==> config.mk <==
export PLATFORM = sky130hd
export DESIGN_NAME = positional_insert_list_core
export DESIGN_NICKNAME = d
export VERILOG_FILES = /design/src/rtl/pil_pkg.sv /design/src/rtl/pil_cell.sv /design/src/rtl/positional_insert_list_core.sv
export SDC_FILE = /design/constraint.sdc
export NUM_CORES = 2
export LEC_CHECK = 0
export BUFFER_PORTS_ARGS = -buffer_cell sky130_fd_sc_hd__buf_2
export CORE_UTILIZATION = 40
export DETAILED_ROUTE_END_ITERATION = 16
export SYNTH_ARGS = -nofsm -noshare
export SYNTH_HDL_FRONTEND = slang
export SYNTH_SLANG_ARGS = --single-unit
export TNS_END_PERCENT = 30
==> constraint.sdc <==
create_clock -name i_clk -period 8.36 [get_ports i_clk]
set_input_delay 1.254 -clock i_clk [delete_from_list [all_inputs] [get_ports i_clk]]
set_output_delay 1.254 -clock i_clk [all_outputs]
set_load 0.1 [all_outputs]
==> src/rtl/pil_pkg.sv <==
`timescale 1ns / 1ps
`default_nettype none

package pil_pkg;

    localparam int unsigned VALUE_W = 32;
    localparam int unsigned POS_W   = 8;
    localparam int unsigned FUNC_W  = 2;
    localparam int unsigned STAT_W  = 2;

    // Operation codes on the input tuser
    localparam logic [FUNC_W-1:0] FUNC_APPEND = 2'd0;
    localparam logic [FUNC_W-1:0] FUNC_INSERT = 2'd1;
    localparam logic [FUNC_W-1:0] FUNC_DUMP   = 2'd2;

    // Result status codes on the output tuser
    localparam logic [STAT_W-1:0] STAT_STORED = 2'd0;
    localparam logic [STAT_W-1:0] STAT_FULL   = 2'd1;
    localparam logic [STAT_W-1:0] STAT_DUMPED = 2'd2;
    localparam logic [STAT_W-1:0] STAT_EMPTY  = 2'd3;

    // Broadcast command to every cell of the chain
    typedef enum logic [1:0] {
        CMD_HOLD   = 2'd0,
        CMD_WRITE  = 2'd1,
        CMD_ROTATE = 2'd2
    } t_cell_cmd;

    typedef struct packed {
        t_cell_cmd          cmd;
        logic [VALUE_W-1:0] value;
    } t_cell_ctrl;

endpackage

`default_nettype wire

==> src/rtl/pil_cell.sv <==
`timescale 1ns / 1ps
`default_nettype none

module pil_cell #(
    parameter int CNT_W = 6,
    parameter int IDX   = 0
) (
    input  wire logic                        i_clk,
    input  wire pil_pkg::t_cell_ctrl         i_ctrl,
    input  wire logic [CNT_W-1:0]            i_slot,
    input  wire logic [CNT_W-1:0]            i_fill,
    input  wire logic [pil_pkg::VALUE_W-1:0] i_left,
    input  wire logic [pil_pkg::VALUE_W-1:0] i_right,
    input  wire logic [pil_pkg::VALUE_W-1:0] i_head,
    output logic      [pil_pkg::VALUE_W-1:0] o_value
);
    import pil_pkg::*;

    localparam logic [CNT_W-1:0] MY_IDX   = CNT_W'(IDX);
    localparam logic [CNT_W-1:0] NEXT_IDX = CNT_W'(IDX + 1);

    logic [VALUE_W-1:0] r_value;
    logic [VALUE_W-1:0] n_value;

    always_comb begin
        n_value = r_value;
        case (i_ctrl.cmd)
            CMD_WRITE: begin
                // New item lands at the slot, the tail beyond it moves up one
                if (MY_IDX == i_slot) begin
                    n_value = i_ctrl.value;
                end else if (MY_IDX > i_slot && MY_IDX <= i_fill) begin
                    n_value = i_left;
                end
            end
            CMD_ROTATE: begin
                // Advance toward the head, last element takes the old head
                if (NEXT_IDX < i_fill) begin
                    n_value = i_right;
                end else if (NEXT_IDX == i_fill) begin
                    n_value = i_head;
                end
            end
            default: n_value = r_value;
        endcase
    end

    always_ff @(posedge i_clk) begin
        r_value <= n_value;
    end

    assign o_value = r_value;

endmodule

`default_nettype wire

==> src/rtl/positional_insert_list_core.sv <==
`timescale 1ns / 1ps
`default_nettype none

// Channel   Dir  tdata (low bit up)                     tuser        tlast
// s_axis    in   item_value[31:0], position[39:32]      func[1:0]    -
// m_axis    out  out_value[31:0]                        status[1:0]  final result of item
//
// Append and insert complete on acceptance: the chain shifts its tail as the item is
// accepted and the result is loaded into the output register.
// A dump rotates the chain through cell 0, one element a cycle while the output is
// not stalled, and the list of N elements is back in order after N rotations.
// Reset (synchronous, active low) clears the fill count, state and output valid flag.
// A stalled output holds its result, blocks new items and pauses a dump.

module positional_insert_list_core #(
    parameter int CAPACITY = 32
) (
    input  wire logic                        i_clk,
    input  wire logic                        i_rst_n,
    input  wire logic                        i_s_axis_tvalid,
    output logic                             o_s_axis_tready,
    // item_value[31:0], position[39:32]
    input  wire logic [39:0]                 i_s_axis_tdata,
    // func[1:0]
    input  wire logic [pil_pkg::FUNC_W-1:0]  i_s_axis_tuser,
    output logic                             o_m_axis_tvalid,
    input  wire logic                        i_m_axis_tready,
    // out_value[31:0]
    output logic      [31:0]                 o_m_axis_tdata,
    // status[1:0]
    output logic      [pil_pkg::STAT_W-1:0]  o_m_axis_tuser,
    output logic                             o_m_axis_tlast
);
    import pil_pkg::*;

    localparam int CNT_W = $clog2(CAPACITY + 1);
    localparam logic [CNT_W-1:0] CAP_CNT = CNT_W'(CAPACITY);
    localparam int CMP_W = (CNT_W > POS_W ? CNT_W : POS_W) + 1;

    typedef enum logic [1:0] {
        ST_IDLE = 2'b01,
        ST_DUMP = 2'b10
    } t_state;

    t_state               r_state, n_state;
    logic [CNT_W-1:0]     r_fill, n_fill;
    logic [CNT_W-1:0]     r_dump_idx, n_dump_idx;
    logic                 r_out_valid, n_out_valid;
    logic [STAT_W-1:0]    r_out_status, n_out_status;
    logic [VALUE_W-1:0]   r_out_value, n_out_value;
    logic                 r_out_last, n_out_last;

    logic [VALUE_W-1:0]   in_value;
    logic [POS_W-1:0]     in_pos;
    logic                 out_free;
    logic                 in_accept;
    logic                 dump_last;
    logic [CMP_W-1:0]     pos_plus1;
    logic                 do_append;
    logic [CNT_W-1:0]     slot;
    t_cell_ctrl           cell_ctrl;
    logic [VALUE_W-1:0]   cell_val [CAPACITY];

    assign in_value  = i_s_axis_tdata[31:0];
    assign in_pos    = i_s_axis_tdata[39:32];
    assign out_free  = !r_out_valid || i_m_axis_tready;
    assign o_s_axis_tready = (r_state == ST_IDLE) && out_free;
    assign in_accept = i_s_axis_tvalid && o_s_axis_tready;
    assign dump_last = (r_dump_idx + CNT_W'(1)) == r_fill;

    // Insert after position: a position at or past the last element appends
    assign pos_plus1 = CMP_W'(in_pos) + CMP_W'(1);
    assign do_append = (i_s_axis_tuser == FUNC_APPEND) || (r_fill == '0)
                       || (pos_plus1 >= CMP_W'(r_fill));
    assign slot      = do_append ? r_fill : pos_plus1[CNT_W-1:0];

    always_comb begin
        n_state      = r_state;
        n_fill       = r_fill;
        n_dump_idx   = r_dump_idx;
        n_out_valid  = r_out_valid && !i_m_axis_tready;
        n_out_status = r_out_status;
        n_out_value  = r_out_value;
        n_out_last   = r_out_last;
        cell_ctrl.cmd   = CMD_HOLD;
        cell_ctrl.value = in_value;

        case (r_state)
            ST_IDLE: begin
                if (in_accept) begin
                    if (i_s_axis_tuser[1]) begin
                        // Dump; the unused code decodes the same way
                        if (r_fill == '0) begin
                            n_out_valid  = 1'b1;
                            n_out_status = STAT_EMPTY;
                            n_out_value  = '0;
                            n_out_last   = 1'b1;
                        end else begin
                            n_state    = ST_DUMP;
                            n_dump_idx = '0;
                        end
                    end else if (r_fill == CAP_CNT) begin
                        // Drop the write and flag it
                        n_out_valid  = 1'b1;
                        n_out_status = STAT_FULL;
                        n_out_value  = '0;
                        n_out_last   = 1'b1;
                    end else begin
                        cell_ctrl.cmd = CMD_WRITE;
                        n_fill        = r_fill + CNT_W'(1);
                        n_out_valid   = 1'b1;
                        n_out_status  = STAT_STORED;
                        n_out_value   = '0;
                        n_out_last    = 1'b1;
                    end
                end
            end
            ST_DUMP: begin
                if (out_free) begin
                    // Emit the head and rotate the chain by one
                    cell_ctrl.cmd = CMD_ROTATE;
                    n_out_valid   = 1'b1;
                    n_out_status  = STAT_DUMPED;
                    n_out_value   = cell_val[0];
                    n_out_last    = dump_last;
                    n_dump_idx    = r_dump_idx + CNT_W'(1);
                    if (dump_last) begin
                        n_state = ST_IDLE;
                    end
                end
            end
            default: n_state = ST_IDLE;
        endcase
    end

    always_ff @(posedge i_clk) begin
        if (!i_rst_n) begin
            r_state     <= ST_IDLE;
            r_fill      <= '0;
            r_dump_idx  <= '0;
            r_out_valid <= 1'b0;
        end else begin
            r_state     <= n_state;
            r_fill      <= n_fill;
            r_dump_idx  <= n_dump_idx;
            r_out_valid <= n_out_valid;
        end
    end

    always_ff @(posedge i_clk) begin
        r_out_status <= n_out_status;
        r_out_value  <= n_out_value;
        r_out_last   <= n_out_last;
    end

    // Chain of cells: each takes from its left on an insert, from its right on
    // a rotate, and the cell at the tail takes the head value on a rotate
    for (genvar g = 0; g < CAPACITY; g++) begin : g_cell
        logic [VALUE_W-1:0] left_val;
        logic [VALUE_W-1:0] right_val;

        if (g == 0) begin : g_first
            assign left_val = cell_val[g];
        end else begin : g_mid_l
            assign left_val = cell_val[g-1];
        end

        if (g == CAPACITY - 1) begin : g_final
            assign right_val = cell_val[g];
        end else begin : g_mid_r
            assign right_val = cell_val[g+1];
        end

        pil_cell #(
            .CNT_W (CNT_W),
            .IDX   (g)
        ) u_cell (
            .i_clk   (i_clk),
            .i_ctrl  (cell_ctrl),
            .i_slot  (slot),
            .i_fill  (r_fill),
            .i_left  (left_val),
            .i_right (right_val),
            .i_head  (cell_val[0]),
            .o_value (cell_val[g])
        );
    end

    assign o_m_axis_tvalid = r_out_valid;
    assign o_m_axis_tdata  = r_out_value;
    assign o_m_axis_tuser  = r_out_status;
    assign o_m_axis_tlast  = r_out_last;

endmodule

`default_nettype wire

==> Word-level counts from Yosys, hierarchy flattened <==
Index checks and enable logic that the tools add are counted.
{ "classes": {"add_sub_neg": 3, "mul": 0, "div": 0, "order_cmp": 95, "n_eq_ne": 139, "n_shift": 0, "mux": 196, "n_bitwise": 2, "n_reduce_logical": 80} }
{ "ops": {"columns": ["op", "count"], "rows": [
  ["32-bit two-way mux", 130],
  ["32-bit one-hot mux with 2 select lines", 33],
  ["5-bit by 6-bit equality test with 1-bit output (first input constant)", 32],
  ["3-bit by 1-bit != test with 1-bit output (second input constant)", 61],
  ["4-bit by 6-bit equality test with 1-bit output (first input constant)", 16],
  ["5-bit by 6-bit > comparator with 1-bit output (first input constant)", 16],
  ["5-bit by 6-bit less-or-equal comparator with 1-bit output (first input constant)", 16],
  ["5-bit by 6-bit < comparator with 1-bit output (first input constant)", 16],
  ["3-bit AND reduction", 31],
  ["3-bit by 6-bit equality test with 1-bit output (first input constant)", 8],
  ["4-bit by 6-bit > comparator with 1-bit output (first input constant)", 8],
  ["4-bit by 6-bit less-or-equal comparator with 1-bit output (first input constant)", 8],
  ["4-bit by 6-bit < comparator with 1-bit output (first input constant)", 8],
  ["1-bit logical AND", 34],
  ["6-bit two-way mux", 5],
  ["2-bit by 6-bit equality test with 1-bit output (first input constant)", 4],
  ["3-bit by 6-bit > comparator with 1-bit output (first input constant)", 4],
  ["3-bit by 6-bit less-or-equal comparator with 1-bit output (first input constant)", 4],
  ["3-bit by 6-bit < comparator with 1-bit output (first input constant)", 4],
  ["2-bit two-way mux", 10],
  ["6-bit by 1-bit adder with 6-bit output (second input constant)", 2],
  ["2-bit by 6-bit > comparator with 1-bit output (first input constant)", 2],
  ["2-bit by 6-bit less-or-equal comparator with 1-bit output (first input constant)", 2],
  ["6-bit logical NOT", 2],
  ["27 further kinds", 59]
]} }
{ "totals": {"register_bits": 1074, "latch_bits": 0, "ramBits": 0, "rom_bits": 0, "inputBits": 46, "out_inout_bits": 37, "elab_cells": 554, "n_memories": 0} }

==> Longest topological paths before layout <==
{ "logic_depth": {"depth_word": 9, "depth_mapped": 17, "depth_no_buf": 11} }

==> Modules after synthesis <==
A second synthesis with hierarchy kept.
{ "unflattened": {"cells_unflattened": 7469, "hier_area_um2": 79172.2} }
{ "by_module_without_submodules": {"columns": ["module", "instances", "cells_per_inst", "area_per_inst_um2", "seq_area_each_um2"], "rows": [
  ["pil_cell at g_cell[15].u_cell", 1, 365, 3728.6, 960.9],
  ["pil_cell at g_cell[9].u_cell", 1, 256, 2887.8, 960.9],
  ["pil_cell at g_cell[5].u_cell", 1, 246, 2802.7, 960.9],
  ["pil_cell at g_cell[29].u_cell", 1, 243, 2730.1, 960.9],
  ["pil_cell at g_cell[17].u_cell", 1, 243, 2698.8, 960.9],
  ["positional_insert_list_core", 1, 231, 2586.2, 1351.3],
  ["pil_cell at g_cell[0].u_cell", 1, 246, 2560.0, 960.9],
  ["pil_cell at g_cell[1].u_cell", 1, 260, 2558.7, 960.9],
  ["pil_cell at g_cell[3].u_cell", 1, 247, 2551.2, 960.9],
  ["pil_cell at g_cell[8].u_cell", 1, 250, 2536.2, 960.9],
  ["pil_cell at g_cell[24].u_cell", 1, 249, 2526.2, 960.9],
  ["pil_cell at g_cell[4].u_cell", 1, 261, 2526.2, 960.9],
  ["pil_cell at g_cell[11].u_cell", 1, 251, 2399.8, 960.9],
  ["pil_cell at g_cell[28].u_cell", 1, 239, 2393.5, 960.9],
  ["+19 rows", null, null, null, null]
]} }

==> Worst setup path after synthesis <==
Ideal clock, no wire load.
{ "synth_timing": {"kind": "input-to-reg", "from": "in i_s_axis_tdata[32]", "to": "reg g_cell[16].u_cell.r_value[0] (enable)", "setup_ps": 474, "arrival_time_ps": 6463, "t_required_ps": 7886, "path_slack_ps": 1423, "path_stages": 14, "path_buffers": 3, "path_cell_list": "ha_1 -> nand3_1 -> xor2_1 -> inv_1 -> clkbuf_1 -> ha_1 -> a211oi_1 -> o21ai_0 -> a21oi_2 -> buf_2 -> mux2i_1 -> clkbuf_1 -> a22oi_1 -> a221oi_1"} }
{ "synth_via": {"elab_chain_cells": 8, "word_cells_on_any_way": 9, "classes_between": "1 x add/sub; 2 x order compare; 2 x eq/ne; 1 x mux; 3 x reduce/logical"} }
{ "synth_lines": {"columns": ["element", "line_no", "text"], "rows": [
  ["start: declaration", "positional_insert_list_core.sv:23", "input wire logic [39:0] i_s_axis_tdata,"],
  ["8-bit by 1-bit adder with 9-bit output (*)", "positional_insert_list_core.sv:72", "assign pos_plus1 = CMP_W'(in_pos) + CMP_W'(1);"],
  ["9-bit by 6-bit greater-or-equal comparator with 1-bit output", "positional_insert_list_core.sv:74", "|| (pos_plus1 >= CMP_W'(r_fill));"],
  ["1-bit logical OR", "positional_insert_list_core.sv:74", null],
  ["6-bit two-way mux (*)", "positional_insert_list_core.sv:75", "assign slot = do_append ? r_fill : pos_plus1[CNT_W-1:0];"],
  ["5-bit by 6-bit > comparator with 1-bit output", "pil_cell.sv:32", "end else if (MY_IDX > i_slot && MY_IDX <= i_fill) begin"],
  ["1-bit logical AND", "pil_cell.sv:32", null],
  ["3-bit by 1-bit != test with 1-bit output (no source line) (*)", null, null],
  ["3-bit AND reduction (no source line) (*)", null, null],
  ["end signal: assignment", "pil_cell.sv:49", "r_value <= n_value;"],
  ["end: declaration", "pil_cell.sv:22", "logic [VALUE_W-1:0] r_value;"]
]} }
Every way passes the cells marked *; elsewhere a longest branch is shown, timed or not.
A chain may end at the register's enable or synchronous reset.

==> Worst setup path after layout <==
{ "layout_timing": {"from": "in i_s_axis_tdata[32]", "to": "reg g_cell[20].u_cell.r_value[18] (enable)"} }
{ "layout_via": {"elab_chain_cells": 8, "word_cells_on_any_way": 9, "classes_between": "1 x add/sub; 2 x order compare; 2 x eq/ne; 1 x mux; 3 x reduce/logical"} }
{ "layout_lines": {"columns": ["element", "line_no"], "rows": [
  ["8-bit by 1-bit adder with 9-bit output (*)", "positional_insert_list_core.sv:72"],
  ["9-bit by 6-bit greater-or-equal comparator with 1-bit output", "positional_insert_list_core.sv:74"],
  ["1-bit logical OR", "positional_insert_list_core.sv:74"],
  ["6-bit two-way mux (*)", "positional_insert_list_core.sv:75"],
  ["5-bit by 6-bit > comparator with 1-bit output", "pil_cell.sv:32"],
  ["1-bit logical AND", "pil_cell.sv:32"],
  ["3-bit by 1-bit != test with 1-bit output (no source line) (*)", null],
  ["3-bit AND reduction (no source line) (*)", null],
  ["end signal: assignment", "pil_cell.sv:49"],
  ["end: declaration", "pil_cell.sv:22"]
]} }
Marked as above.

==> results.py <==
metrics = {
    "status": {
        "outcome": "complete, but fails checks",
        "violations": "DRC",
    },
    "timing": {
        "hold_viol_final": 0,
        "setup_viol": 0,
        "tightestPinTransition_ns": 1.42,
        "rsz0062_at_grt": "no",
        "drv_slew": 0,
        "max_clock_freq_ghz": 0.158,
        "finalCritPeriodShare_pct": 75.8,
        "tns_ns": 0,
        "max_slew_margin_pct": 5.48,
        "min_period_ns": 6.33,
        "fin_skew_ns": 0.0510,
    },
    "synth": {
        "postSynthAreaPerCell_sq_um": 9.20,
        "synth_edf_count": 1059,
        "yosysWarningCount": 0,
        "ys_types": 69,
        "syn_inst": 7252,
        "synth_most_common_cell": "edfxtp_1",
        "yosysTopAreaCellShare_pct": 47.6,
        "synth_seq_cells": 1074,
        "yosys-top-cells-count": "1059 x edfxtp_1, 908 x nand3_1, 905 x nand2_1",
        "netlist_top_cells_area": "edfxtp_1 48%, o311ai_0 7.4%, nand3_1 6.8%",
        "yosysTopAreaCell": "edfxtp_1",
        "synthFlopType": "edfxtp_1",
        "syn_area_sq_mm": 0.0667,
        "ys_seq_area_share_pct": 48.1,
        "synth_fp_nets": 7313,
        "async_flop_share_pct": 0,
    },
    "power_and_ir_drop": {
        "netSwitchingFraction_pct": 29.0,
        "p_switching_mw": 3.93,
        "p_comb_share_pct": 12.5,
        "power.internal_mw": 9.61,
        "vdd_drop_max_v": 0.000202,
        "seq_power_share_pct": 48.7,
        "clockPowerShare_pct": 38.8,
        "power.total_mw": 13.5,
        "leakagePower_nw": 25.0,
        "p_per_area_mw_per_mm2": 187,
    },
    "floorplanning": {
        "dieArea_sq_mm": 0.168,
        "start_util_pct": 40.4,
        "die_y_microns": 410,
        "die-width_microns": 410,
        "core_sq_mm": 0.165,
        "num_rows": 149,
        "ios": 83,
    },
    "worst_setup_path": {
        "reg2reg_slack_ns": 2.31,
        "crit_start": "i_s_axis_tdata[32]",
        "worstPathMaxFanout": 33,
        "worstPathArrival_ns": 6.73,
        "path_delay_family": "compound AO/OA/AOI/OAI gates",
        "cp.required_ns": 8.76,
        "endpoint_kind": "register",
        "crit_end": "g_cell[20].u_cell.o_value[18]",
        "rr_endpoint": "g_cell[17].u_cell.o_value[20]",
        "cp_num_cells": 13,
        "path_buf_inv": 5,
        "crit_slowest_cell": "o31a_2",
        "startpoint_type": "input pin",
        "r2r_cells": 13,
        "path_cells": "buf_2 -> ha_1 -> xnor2_1 -> inv_1 -> ha_1 -> inv_1 -> o21ai_0 -> a21o_1 -> buf_4 -> mux2i_4 -> and2_1 -> buf_4 -> o31a_2",
        "criticalPathCategory": "in -> reg",
        "r2r-start": "r_fill[1]",
        "critPathMaxStageDelay_ns": 0.98,
    },
    "finish": {
        "final_core_util_pct": 43.9,
        "design_area_sq_mm": 0.0726,
        "area_growth_pct": 8.78,
        "drive_gt1_share_pct": 8.66,
        "num-nets-final": 6772,
    },
    "clock_network": {
        "cts_buffer_depth": 3,
        "worstSkewPairLatency_ns": 0.82,
        "htreeDepth": 3,
        "numCtsBuffers": 121,
        "path_clk_slew_ns": 0.06,
        "clock_sinks": 1074,
        "root_buffer": "clkbuf_16",
        "cts_tree": "yes",
        "cts_resized": 0,
        "cts_setup_buffers": 0,
        "cts_hold_buf": 0,
    },
    "place": {
        "placed_area_sq_mm": 0.0689,
        "dp_hpwl_microns": 171000,
        "finalWeightedCongestion": 0.910,
        "io_buffer_count": 82,
    },
    "route": {
        "drt-met1-wl_microns": 112000,
        "drc": 14,
        "met2_length_microns": 115000,
        "viasPerCell": 6.84,
        "wl_microns": 276000,
        "dr.first_iter.drc_count": 9940,
        "ant_nets": 0,
        "dr.max_layer_used": "met5",
        "num_vias": 61500,
        "dr_wl_met3_microns": 39700,
        "firstDrtPassIters": 13,
        "wl_per_cell_microns": 30.7,
    },
    "worst_hold_path": {
        "hold_path.class": "reg -> reg",
        "hp-start": "r_state[1]",
    },
    "global_routing": {
        "grt_pass1_vias": 56600,
        "grt_overflow_total": 0,
        "antenna_found_initial": 11,
        "grt_start_max_net_pins": 241,
        "grt_usage_pct": 31.6,
        "grt_pass1_wl_microns": 400000,
    },
    "run": {
        "drv_cap": 0,
    },
}
==> flip-flops by register name, indices dropped and copies added, names as in the netlist <==
| name | cells |
|---|---|
| g_cell.u_cell.o_value | 1024 |
| o_m_axis_tdata | 32 |
| r_state | 2 |
| r_dump_idx | 6 |
| o_m_axis_tuser | 2 |
| o_m_axis_tvalid | 1 |
| o_m_axis_tlast | 1 |
| r_fill | 6 |
==> power groups by stage <==
stage	logic, mW	clock network (mW)	registers, mW
5_1_grt	1.76	5.46	6.62
2_1_floorplan	0.846	0	6.77
3_5_place_dp	1.64	0	6.70
3_3_place_gp	1.61	0	6.69
4_1_cts	1.64	5.29	6.59
6_report	1.69	5.26	6.60
==> per-layer routing <==
metal / GRT usage (%) / up-vias
li1: - / 26300
met1: 45.3 / 30200
met2: 45.0 / 4517
met3: 9.32 / 531
met4: 10.4 / 4
met5: 0 / -
==> final cells by class <==
class,instances,area [sq um]
Fill cell,15700,92800
Sequential cell,1074,32100
Multi-Input combinational cell,4675,29900
Clock buffer,151,3160
Tap cell,2189,2740
Timing Repair Buffer,285,2100
Inverter,554,2090
Clock inverter,66,538
Antenna cell,1,2.50
==> worst register-to-register path, stage by stage, from the launching register on <==
cell and delay [ns]:
dfxtp_1 0.88, inv_1 0.44, ha_1 0.52, nor2b_1 0.32
a31oi_1 0.33, nand3_1 0.32, inv_1 0.26, ha_1 0.27
buf_4 0.27, inv_1 0.63, nand2_1 0.37, or2_2 0.43
o22ai_4 0.11, buf_4 0.52
==> cell families (layout without fill, tap and decap cells) <==
kind of cell | count (synthesis) | count (layout) | share of synthesized area, %
xor+xnor | 16 | 16 | 0.231
fa+ha+maj | 15 | 15 | 0.281
other cells | 0 | 1 | 0
flops | 1074 | 1074 | 48.1
simple gates | 2389 | 2389 | 15.6
mux | 190 | 190 | 2.89
compound gates | 2065 | 2065 | 24.2
buf+inv | 1503 | 1056 | 8.67
==> per-stage QoR <==
step                hold WS [ns]  cells  setup WS, ns
finish                     0.497   8995          2.03
floorplan                  0.453   7252          1.42
global route               0.517   8994          1.84
detailed placement         0.492   8777          1.31
global placement           0.461   8777          1.40
CTS                        0.501   8994          2.12
==> how the worst min path moves through the flow <==
stage | to | cells after the start
3_5_place_dp | r_state[1] | 2
5_1_grt | r_state[0] | 1
3_3_place_gp | r_state[1] | 2
6_report | r_state[1] | 2
4_1_cts | r_state[1] | 2
2_1_floorplan | r_state[1] | 2
==> cell usage in the layout, fill, tap and decap left out, drive strengths merged, types with 10 or more instances in the layout <==
| master | n |
|---|---|
| a211o | 233 |
| a211oi | 24 |
| a21boi | 10 |
| a21o | 37 |
| a21oi | 287 |
| a221o | 80 |
| a221oi | 10 |
| and2 | 34 |
| buf | 285 |
| clkbuf | 151 |
| clkinv | 86 |
| dfxtp | 15 |
| edfxtp | 1059 |
| ha | 15 |
| inv | 524 |
| mux2 | 10 |
| mux2i | 180 |
| nand2 | 905 |
| nand3 | 909 |
| nor2 | 466 |
| nor2b | 35 |
| nor3 | 10 |
| o211a | 14 |
| o211ai | 272 |
| o21ai | 134 |
| o221ai | 352 |
| o311ai | 565 |
(Power assumes the default switching activity.)
